**src/rtl/gamepad_to_console_pad_translate_assert.svh**
```systemverilog
// assertion macros for the gamepad to console pad translator
`ifndef GAMEPAD_TO_CONSOLE_PAD_TRANSLATE_ASSERT_SVH
`define GAMEPAD_TO_CONSOLE_PAD_TRANSLATE_ASSERT_SVH

// same-cycle implication, checked out of reset
`define GPCT_ASSERT_SAME(lbl, ante, cons) \
	lbl: assert property (@(posedge clk) disable iff (!arst_n) (ante) |-> (cons)) \
		else $error("gpct same-cycle check failed");

// next-cycle implication, checked out of reset
`define GPCT_ASSERT_NEXT(lbl, ante, cons) \
	lbl: assert property (@(posedge clk) disable iff (!arst_n) (ante) |=> (cons)) \
		else $error("gpct next-cycle check failed");

`endif

```
**src/rtl/gpct_pkg.sv**
```systemverilog
// shared types, constants and axis scaling functions for the pad translator
package gpct_pkg;

	localparam logic [7:0]  CENTRE          = 8'd128;
	localparam logic [7:0]  TRIG_FULL       = 8'd255;
	localparam logic [15:0] PAD_NONE        = 16'hFFFF;
	localparam logic [7:0]  TRIG_THRESH_RST = 8'd30;
	localparam logic [15:0] LEFT_DZ_RST     = 16'd7849;
	localparam logic [15:0] RIGHT_DZ_RST    = 16'd8689;
	localparam logic [31:0] LEFT_DZ_SQ_RST  = 32'(LEFT_DZ_RST) * 32'(LEFT_DZ_RST);
	localparam logic [31:0] RIGHT_DZ_SQ_RST = 32'(RIGHT_DZ_RST) * 32'(RIGHT_DZ_RST);
	localparam logic [15:0] FULL_SCALE      = 16'd32767;

	typedef enum logic [1:0] {
		REG_EXT_MODE    = 2'd0,
		REG_TRIG_THRESH = 2'd1,
		REG_LEFT_DZ     = 2'd2,
		REG_RIGHT_DZ    = 2'd3
	} cfg_reg_t;

	typedef struct packed {
		logic [7:0] x;
		logic [7:0] y;
	} stick_pos_t;

	// magnitude of a signed axis, full negative gives 0x8000
	function automatic logic [15:0] mag16(input logic signed [15:0] v);
		logic [15:0] m;
		m = v[15] ? 16'(-v) : 16'(v);
		return m;
	endfunction

	// floor(num / 32767) for num up to 32767 * 128
	function automatic logic [7:0] div_full_scale(input logic [21:0] num);
		logic [7:0]  q0;
		logic [15:0] r;
		q0 = {1'b0, num[21:15]};
		r  = {1'b0, num[14:0]} + {8'd0, q0};
		return (r >= FULL_SCALE) ? 8'(q0 + 8'd1) : q0;
	endfunction

	// horizontal axis: right positive maps above centre
	function automatic logic [7:0] scale_x(input logic signed [15:0] v);
		logic [15:0] m;
		logic [21:0] num;
		logic [8:0]  res;
		m   = mag16(v);
		// m * 127 for the positive side
		num = {m[14:0], 7'd0} - {6'd0, m};
		if (v[15])
			res = {1'b0, CENTRE} - {1'b0, m[15:8]};
		else
			res = {1'b0, CENTRE} + {1'b0, div_full_scale(num)};
		return res[7:0];
	endfunction

	// vertical axis: inverted so that up maps to 0
	function automatic logic [7:0] scale_y(input logic signed [15:0] v);
		logic [15:0] m;
		logic [22:0] num_n;
		logic [21:0] num_p;
		logic [8:0]  res;
		m     = mag16(v);
		num_n = {m, 7'd0} - {7'd0, m};
		num_p = {m[14:0], 7'd0};
		if (v[15])
			res = {1'b0, CENTRE} + {1'b0, num_n[22:15]};
		else
			res = {1'b0, CENTRE} - {1'b0, div_full_scale(num_p)};
		return res[7:0];
	endfunction

endpackage

```
**src/rtl/gpct_stick.sv**
```systemverilog
// one analog stick: squares and scaled axes registered, then deadzone select
module gpct_stick (
	input  logic                    clk,
	input  logic                    load,
	input  logic signed [15:0]      x,
	input  logic signed [15:0]      y,
	input  logic [31:0]             dz_sq,
	output gpct_pkg::stick_pos_t    pos
);
	import gpct_pkg::*;

	logic [15:0] mag_x;
	logic [15:0] mag_y;
	logic [31:0] sq_x_s2;
	logic [31:0] sq_y_s2;
	logic [7:0]  sx_s2;
	logic [7:0]  sy_s2;
	logic [32:0] sq_sum;
	logic        in_dz;

	assign mag_x = mag16(x);
	assign mag_y = mag16(y);

	always_ff @(posedge clk) begin
		if (load) begin
			sq_x_s2 <= mag_x * mag_x;
			sq_y_s2 <= mag_y * mag_y;
			sx_s2   <= scale_x(x);
			sy_s2   <= scale_y(y);
		end
	end

	assign sq_sum = {1'b0, sq_x_s2} + {1'b0, sq_y_s2};
	assign in_dz  = sq_sum < {1'b0, dz_sq};

	always_comb begin
		pos.x = in_dz ? CENTRE : sx_s2;
		pos.y = in_dz ? CENTRE : sy_s2;
	end

endmodule

```
**src/rtl/gamepad_to_console_pad_translate.sv**
```systemverilog
// top level of the gamepad report to console pad translator
// Takes one gamepad report per request and returns one console pad condition per
// request, in order. The block is a three-register pipeline: input register, a stage
// holding the squared stick radii and the scaled axes, and the result register. A
// request is accepted every cycle while the output side keeps up; a request passes the
// input, middle and result registers before out_valid rises, and the stick multipliers
// are registered before the deadzone add and compare. Each stage stalls only when the
// one after it is full and not moving on, so bubbles behind a waiting result are filled
// before the input side stalls. The squared deadzone radii follow configuration writes
// in the next cycle, so writes should be done while the pipeline is empty.
module gamepad_to_console_pad_translate (
	input  logic               clk,
	input  logic               arst_n,
	// configuration
	input  logic               cfg_we,
	input  logic [1:0]         cfg_index,
	input  logic [15:0]        cfg_data,
	// report request
	input  logic               in_valid,
	output logic               in_ready,
	input  logic [15:0]        pad_buttons,
	input  logic [7:0]         left_trig_in,
	input  logic [7:0]         right_trig_in,
	input  logic signed [15:0] lstick_x,
	input  logic signed [15:0] lstick_y,
	input  logic signed [15:0] rstick_x,
	input  logic signed [15:0] rstick_y,
	// pad condition request
	output logic               out_valid,
	input  logic               out_ready,
	output logic [15:0]        pad_word,
	output logic [7:0]         right_trig_out,
	output logic [7:0]         left_trig_out,
	output logic [7:0]         main_x,
	output logic [7:0]         main_y,
	output logic [7:0]         second_x,
	output logic [7:0]         second_y
);
	import gpct_pkg::*;

	`include "gamepad_to_console_pad_translate_assert.svh"

	// gamepad button bits (active high)
	localparam int unsigned IN_UP    = 0;
	localparam int unsigned IN_DOWN  = 1;
	localparam int unsigned IN_LEFT  = 2;
	localparam int unsigned IN_RIGHT = 3;
	localparam int unsigned IN_START = 4;
	localparam int unsigned IN_BACK  = 5;
	localparam int unsigned IN_LSHLD = 8;
	localparam int unsigned IN_RSHLD = 9;
	localparam int unsigned IN_A     = 12;
	localparam int unsigned IN_B     = 13;
	localparam int unsigned IN_X     = 14;
	localparam int unsigned IN_Y     = 15;

	// console pad bits (active low)
	localparam int unsigned OUT_C     = 0;
	localparam int unsigned OUT_B     = 1;
	localparam int unsigned OUT_A     = 2;
	localparam int unsigned OUT_START = 3;
	localparam int unsigned OUT_UP    = 4;
	localparam int unsigned OUT_DOWN  = 5;
	localparam int unsigned OUT_LEFT  = 6;
	localparam int unsigned OUT_RIGHT = 7;
	localparam int unsigned OUT_Z     = 8;
	localparam int unsigned OUT_Y     = 9;
	localparam int unsigned OUT_X     = 10;
	localparam int unsigned OUT_D     = 11;

	// configuration registers
	logic        ext_mode_q;
	logic [7:0]  trig_thresh_q;
	logic [15:0] left_dz_q;
	logic [15:0] right_dz_q;
	logic [31:0] left_dz_sq_q;
	logic [31:0] right_dz_sq_q;

	// pipeline occupancy
	logic v1_q;
	logic v2_q;
	logic v3_q;
	logic rdy1;
	logic rdy2;
	logic rdy3;
	logic load1;
	logic load2;
	logic load3;

	// stage 1 payload
	logic [15:0]        btn_s1;
	logic [7:0]         lt_s1;
	logic [7:0]         rt_s1;
	logic signed [15:0] lx_s1;
	logic signed [15:0] ly_s1;
	logic signed [15:0] rx_s1;
	logic signed [15:0] ry_s1;

	// stage 2 payload
	logic [15:0] word_s2;
	logic [7:0]  lt_s2;
	logic [7:0]  rt_s2;

	// result register
	logic [15:0] word_q;
	logic [7:0]  lt_q;
	logic [7:0]  rt_q;
	logic [7:0]  main_x_q;
	logic [7:0]  main_y_q;
	logic [7:0]  second_x_q;
	logic [7:0]  second_y_q;

	logic [15:0] word_c;
	logic [7:0]  lt_c;
	logic [7:0]  rt_c;
	stick_pos_t  lpos;
	stick_pos_t  rpos;

	// standard mode result and what it must look like
	logic std_res;
	logic std_quiet;

	// configuration write decode
	always_ff @(posedge clk or negedge arst_n) begin
		if (!arst_n) begin
			ext_mode_q    <= 1'b0;
			trig_thresh_q <= TRIG_THRESH_RST;
			left_dz_q     <= LEFT_DZ_RST;
			right_dz_q    <= RIGHT_DZ_RST;
		end else if (cfg_we) begin
			unique case (cfg_reg_t'(cfg_index))
				REG_EXT_MODE:    ext_mode_q    <= cfg_data[0];
				REG_TRIG_THRESH: trig_thresh_q <= cfg_data[7:0];
				REG_LEFT_DZ:     left_dz_q     <= cfg_data;
				REG_RIGHT_DZ:    right_dz_q    <= cfg_data;
				default: ;
			endcase
		end
	end

	// squared deadzone radii, registered from the radius registers in the next cycle
	always_ff @(posedge clk or negedge arst_n) begin
		if (!arst_n) begin
			left_dz_sq_q  <= LEFT_DZ_SQ_RST;
			right_dz_sq_q <= RIGHT_DZ_SQ_RST;
		end else begin
			left_dz_sq_q  <= left_dz_q * left_dz_q;
			right_dz_sq_q <= right_dz_q * right_dz_q;
		end
	end

	// each stage takes new data when it is empty or the next one moves on
	assign rdy3     = !v3_q || out_ready;
	assign rdy2     = !v2_q || rdy3;
	assign rdy1     = !v1_q || rdy2;
	assign in_ready = rdy1;
	assign load1    = rdy1 && in_valid;
	assign load2    = rdy2 && v1_q;
	assign load3    = rdy3 && v2_q;

	always_ff @(posedge clk or negedge arst_n) begin
		if (!arst_n) begin
			v1_q <= 1'b0;
			v2_q <= 1'b0;
			v3_q <= 1'b0;
		end else begin
			if (rdy1)
				v1_q <= in_valid;
			if (rdy2)
				v2_q <= v1_q;
			if (rdy3)
				v3_q <= v2_q;
		end
	end

	// input register
	always_ff @(posedge clk) begin
		if (load1) begin
			btn_s1 <= pad_buttons;
			lt_s1  <= left_trig_in;
			rt_s1  <= right_trig_in;
			lx_s1  <= lstick_x;
			ly_s1  <= lstick_y;
			rx_s1  <= rstick_x;
			ry_s1  <= rstick_y;
		end
	end

	// button remap and trigger threshold
	always_comb begin
		word_c = PAD_NONE;
		lt_c   = (lt_s1 < trig_thresh_q) ? 8'd0 : lt_s1;
		rt_c   = (rt_s1 < trig_thresh_q) ? 8'd0 : rt_s1;
		if (btn_s1[IN_A])     word_c[OUT_A]     = 1'b0;
		if (btn_s1[IN_B])     word_c[OUT_B]     = 1'b0;
		if (btn_s1[IN_X])     word_c[OUT_X]     = 1'b0;
		if (btn_s1[IN_Y])     word_c[OUT_Y]     = 1'b0;
		if (btn_s1[IN_START]) word_c[OUT_START] = 1'b0;
		if (btn_s1[IN_UP])    word_c[OUT_UP]    = 1'b0;
		if (btn_s1[IN_DOWN])  word_c[OUT_DOWN]  = 1'b0;
		if (btn_s1[IN_LEFT])  word_c[OUT_LEFT]  = 1'b0;
		if (btn_s1[IN_RIGHT]) word_c[OUT_RIGHT] = 1'b0;
		if (ext_mode_q) begin
			// shoulders and back become z, c and d
			if (btn_s1[IN_LSHLD]) word_c[OUT_Z] = 1'b0;
			if (btn_s1[IN_RSHLD]) word_c[OUT_C] = 1'b0;
			if (btn_s1[IN_BACK])  word_c[OUT_D] = 1'b0;
		end else begin
			// shoulders pull the triggers fully in
			if (btn_s1[IN_LSHLD]) lt_c = TRIG_FULL;
			if (btn_s1[IN_RSHLD]) rt_c = TRIG_FULL;
		end
	end

	always_ff @(posedge clk) begin
		if (load2) begin
			word_s2 <= word_c;
			lt_s2   <= lt_c;
			rt_s2   <= rt_c;
		end
	end

	// sticks: stage 2 registers live inside, deadzone select comes out
	gpct_stick u_left_stick (
		.clk   (clk),
		.load  (load2),
		.x     (lx_s1),
		.y     (ly_s1),
		.dz_sq (left_dz_sq_q),
		.pos   (lpos)
	);

	gpct_stick u_right_stick (
		.clk   (clk),
		.load  (load2),
		.x     (rx_s1),
		.y     (ry_s1),
		.dz_sq (right_dz_sq_q),
		.pos   (rpos)
	);

	// result register, second stick stays centred in standard mode
	always_ff @(posedge clk) begin
		if (load3) begin
			word_q     <= word_s2;
			lt_q       <= lt_s2;
			rt_q       <= rt_s2;
			main_x_q   <= lpos.x;
			main_y_q   <= lpos.y;
			second_x_q <= ext_mode_q ? rpos.x : CENTRE;
			second_y_q <= ext_mode_q ? rpos.y : CENTRE;
		end
	end

	assign out_valid      = v3_q;
	assign pad_word       = word_q;
	assign right_trig_out = rt_q;
	assign left_trig_out  = lt_q;
	assign main_x         = main_x_q;
	assign main_y         = main_y_q;
	assign second_x       = second_x_q;
	assign second_y       = second_y_q;

	assign std_res   = out_valid && !ext_mode_q;
	assign std_quiet = second_x == CENTRE && second_y == CENTRE && pad_word[OUT_Z]
		&& pad_word[OUT_D];

	// a pipeline with a free slot must take a request
	`GPCT_ASSERT_SAME(a_ready_when_room, !(v1_q && v2_q && v3_q), in_ready)
	// a full middle stage moves into a free result register
	`GPCT_ASSERT_NEXT(a_mid_handover, v2_q && rdy3, v3_q)
	// standard mode keeps the second stick centred and the z and d buttons released
	`GPCT_ASSERT_SAME(a_std_mode_out, std_res && $stable(ext_mode_q), std_quiet)

endmodule

```
**config.mk**
```make
export PLATFORM = sky130hd
export DESIGN_NAME = gamepad_to_console_pad_translate
export DESIGN_NICKNAME = d
export VERILOG_FILES = /design/src/rtl/gpct_pkg.sv /design/src/rtl/gpct_stick.sv /design/src/rtl/gamepad_to_console_pad_translate.sv
export VERILOG_INCLUDE_DIRS = /design/src /design/src/rtl
export SDC_FILE = /design/constraint.sdc
export NUM_CORES = 2
export LEC_CHECK = 0
export ABC_AREA = 0
export BUFFER_PORTS_ARGS = -buffer_cell sky130_fd_sc_hd__buf_2
export CELL_PAD_IN_SITES_DETAIL_PLACEMENT = 0
export CELL_PAD_IN_SITES_GLOBAL_PLACEMENT = 1
export CORE_MARGIN = 5
export CORE_UTILIZATION = 40
export DETAILED_ROUTE_END_ITERATION = 10
export PLACE_DENSITY_LB_ADDON = 0.1
export SYNTH_ARGS = -nofsm -noshare
export SYNTH_HDL_FRONTEND = slang
export SYNTH_SLANG_ARGS = --single-unit
export TNS_END_PERCENT = 30
```
**constraint.sdc**
```tcl
create_clock -name clk -period 10.31 [get_ports clk]
set_clock_uncertainty 0.2 [all_clocks]
set_input_delay 2.062 -clock clk [delete_from_list [all_inputs] [get_ports clk]]
set_output_delay 2.062 -clock clk [all_outputs]
set_load 0.01 [all_outputs]
```
==> impl_metrics.json <==
{
  "run_status": "finished, final reports clean",
  "max-clock-path-buffers": 3,
  "cpMostUsedCell": "fa_1",
  "synth_ff_type": "edfxtp_1",
  "synthCells": 6707,
  "relSlewSlack_pct": 24.8,
  "ys_ff_latch": 442,
  "max_clock_freq_ghz": 0.109,
  "antenna_left": 0,
  "dp_hpwl_mm": 138,
  "cts_setup_buffers": 0,
  "area_growth_pct": 8.97,
  "maxSlewViolCount": 0,
  "synth_most_common_cell": "inv_1",
  "critPathSlowestCell": "fa_1",
  "n_fill_cell": 16200,
  "setup.worst_path.start_class": "flop",
  "synth_area_sq_um": 65300,
  "avgViaCountPerCell": 4.90,
  "post_drt_wl_per_cell_microns": 18.2,
  "h-tree-depth": 2,
  "pin_count": 185,
  "max_stage_delay_ns": 0.54,
  "ys_top_cells_by_area": "fa_1, ha_1, edfxtp_1",
  "grt_max_degree": 67,
  "die_w_microns": 414,
  "drcViolationCount": 0,
  "numCtsBuffers": 52,
  "synth_cell_types": 87,
  "synth_common_cells": "inv_1, fa_1, ha_1",
  "synthArstFlopShare_pct": 24.0,
  "antenna_found_initial": 4,
  "drv_cap": 0,
  "ys_seq_area_share_pct": 19.6,
  "coreArea_sq_um": 163000,
  "final_nets": 8876,
  "dr_total_vias": 44900,
  "cp.required_ns": 10.49,
  "setup_viol": 0,
  "cts.sinks": 442,
  "hold_viol": 0,
  "grt_pass1_vias": 48200,
  "worst_hold_path_type": "reg -> reg",
  "path_class": "reg -> reg",
  "grt_pass1_wl_mm": 267,
  "gr-usage-all-layers_pct": 19.6,
  "hold_depth": 0,
  "layout-drive-gt1-share_pct": 7.25,
  "path_max_fanout": 10,
  "rsz0062_at_grt": "no",
  "final_util_pct": 43.8,
  "start_util_pct": 40.2,
  "worst_slew_pin_slew_ns": 1.12,
  "synth_edf_count": 336,
  "cts_root_buf": "clkbuf_16",
  "drtIter0Drc": 2027,
  "period_needed_ns": 9.20,
  "yosysWarnings": 0,
  "portBuffers": 176,
  "hold_buffers": 0,
  "finalSetupTns_ns": 0,
  "synth_top_cell_area_share_pct": 30.2,
  "cts_resized": 0,
  "cts_tree": "yes",
  "cp.arrival_ns": 9.38,
  "fin_crit_sh_pct": 89.2,
  "gp_congestion": 0.823,
  "path_clk_slew_ns": 0.06,
  "first_pass_iters": 5,
  "grt.overflow.total": 0,
  "yosysTopAreaCell": "fa_1",
  "std_cell_rows": 148,
  "drt_wl_total_mm": 167,
  "dieArea_sq_um": 172000,
  "rr_worst_depth": 31,
  "die_y_microns": 414,
  "clk_latency_ns": 0.70,
  "end_kind": "flop",
  "avgSynthCellArea_sq_um": 9.74
}
[worst max-delay path: cells and delay by family, from the launching register on]
kind,cells,cell delay (ns)
and+or+nand+nor,7,1.85
xor gates and xnor gates,2,0.59
buffers and inverters,6,0.40
DFF,1,0.51
AOI/OAI and AO/OA,8,1.75
adders and majority gates,8,3.57
[stage by stage]
stage / cell area [sq um] / std cells / hold WS (ns) / setup slack [ns]
finish: 71200 / 9169 / 0.188 / 1.11
detailed placement: 69400 / 9070 / 0.205 / 1.15
CTS: 71200 / 9167 / 0.191 / 1.06
floorplan: 65500 / 6753 / 0.159 / 1.39
global placement: 69400 / 9070 / 0.201 / 1.21
global route: 71200 / 9168 / 0.195 / 0.555
[sequential cells by signal, summed over array words and instances (netlist names), 12 cells and up]
name and cells:
btn_s1 12, left_dz_q 16, left_dz_sq_q 31, lx_s1 16
ly_s1 16, pad_word 12, right_dz_q 16, right_dz_sq_q 31
rx_s1 16, ry_s1 16, u_left_stick.sq_x_s2 31, u_left_stick.sq_y_s2 31
u_right_stick.sq_x_s2 31, u_right_stick.sq_y_s2 31, word_s2 12
[final cells by class]
| class | count | area, sq um | share of cell area, % |
|---|---|---|---|
| Clock inverter | 36 | 438 | 0.615 |
| Antenna cell | 2 | 5.00 | 0.00703 |
| Inverter | 1586 | 5950 | 8.36 |
| Tap cell | 2175 | 2720 | 3.82 |
| Multi-Input combinational cell | 4586 | 46200 | 64.9 |
| Sequential cell | 442 | 12800 | 18.0 |
| Timing Repair Buffer | 281 | 1670 | 2.35 |
| Clock buffer | 61 | 1390 | 1.95 |
[path summary, 6_finish.rpt]
check	startpoint	to	slack, ns
min in group asynchronous	arst_n	trig_thresh_q[0]	1.19
max	ry_s1[1]	u_right_stick.sq_y_s2[31]	1.11
min	word_s2[1]	pad_word[1]	0.19
max reg2reg	ry_s1[1]	u_right_stick.sq_y_s2[31]	1.11
min reg2reg	word_s2[1]	pad_word[1]	0.19
max in group asynchronous	arst_n	right_dz_sq_q[30]	7.41
[kinds of logic (layout without fill, tap and decap cells)]
logic type	after synthesis	count (layout)	synth area share, %
XOR/XNOR	368	368	4.93
AND/OR/NAND/NOR	1542	1542	11.0
flip-flops	442	442	19.6
adder cells (fa/ha/maj)	1808	1808	45.9
multiplexers	52	52	0.887
buffers and inverters	1725	1964	9.95
AO/OA/AOI/OAI	768	768	7.71
other	2	50	0.0115
[routing by layer]
metal / share of wire, % / wire length (microns) / GRT usage, % / vias to the layer above
li1: - / - / - / 21600
met1: 43 / 72300 / 25.3 / 22500
met2: 51 / 84800 / 35.4 / 581
met4: 2.4 / 4050 / 4.55 / 2
met5: 0.0078 / 13 / 0 / -
met3: 3.3 / 5420 / 2.21 / 166
[placed cells by master, fill, tap and decap left out, types with 14 or more instances in the layout]
| cell | count |
|---|---|
| a21o_1 | 110 |
| and3_1 | 35 |
| nor3_1 | 87 |
| clkbuf_16 | 52 |
| nand2b_1 | 69 |
| dfstp_2 | 38 |
| conb_1 | 48 |
| xor2_1 | 91 |
| nor2_1 | 454 |
| ha_1 | 824 |
| nor3b_1 | 14 |
| buf_4 | 106 |
| inv_2 | 14 |
| a211oi_1 | 21 |
| o21a_1 | 48 |
| or3_1 | 19 |
| xnor2_1 | 276 |
| a31oi_1 | 24 |
| a21oi_1 | 235 |
| nand2_1 | 497 |
| o211ai_1 | 19 |
| mux2_2 | 44 |
| buf_2 | 175 |
| and2_1 | 122 |
| fa_1 | 984 |
| or2_2 | 16 |
| edfxtp_1 | 336 |
| o21bai_1 | 36 |
| o21ai_0 | 121 |
| o21ai_1 | 14 |
| nand3_1 | 70 |
| o31ai_1 | 20 |
| nand4_1 | 30 |
| inv_1 | 1548 |
| nor4_1 | 19 |
| dfrtp_1 | 68 |
| clkinv_1 | 30 |
| nor2b_1 | 62 |
Power is not shown: default switching activity piles up to over one toggle a cycle in this logic, so the estimate is an artifact.
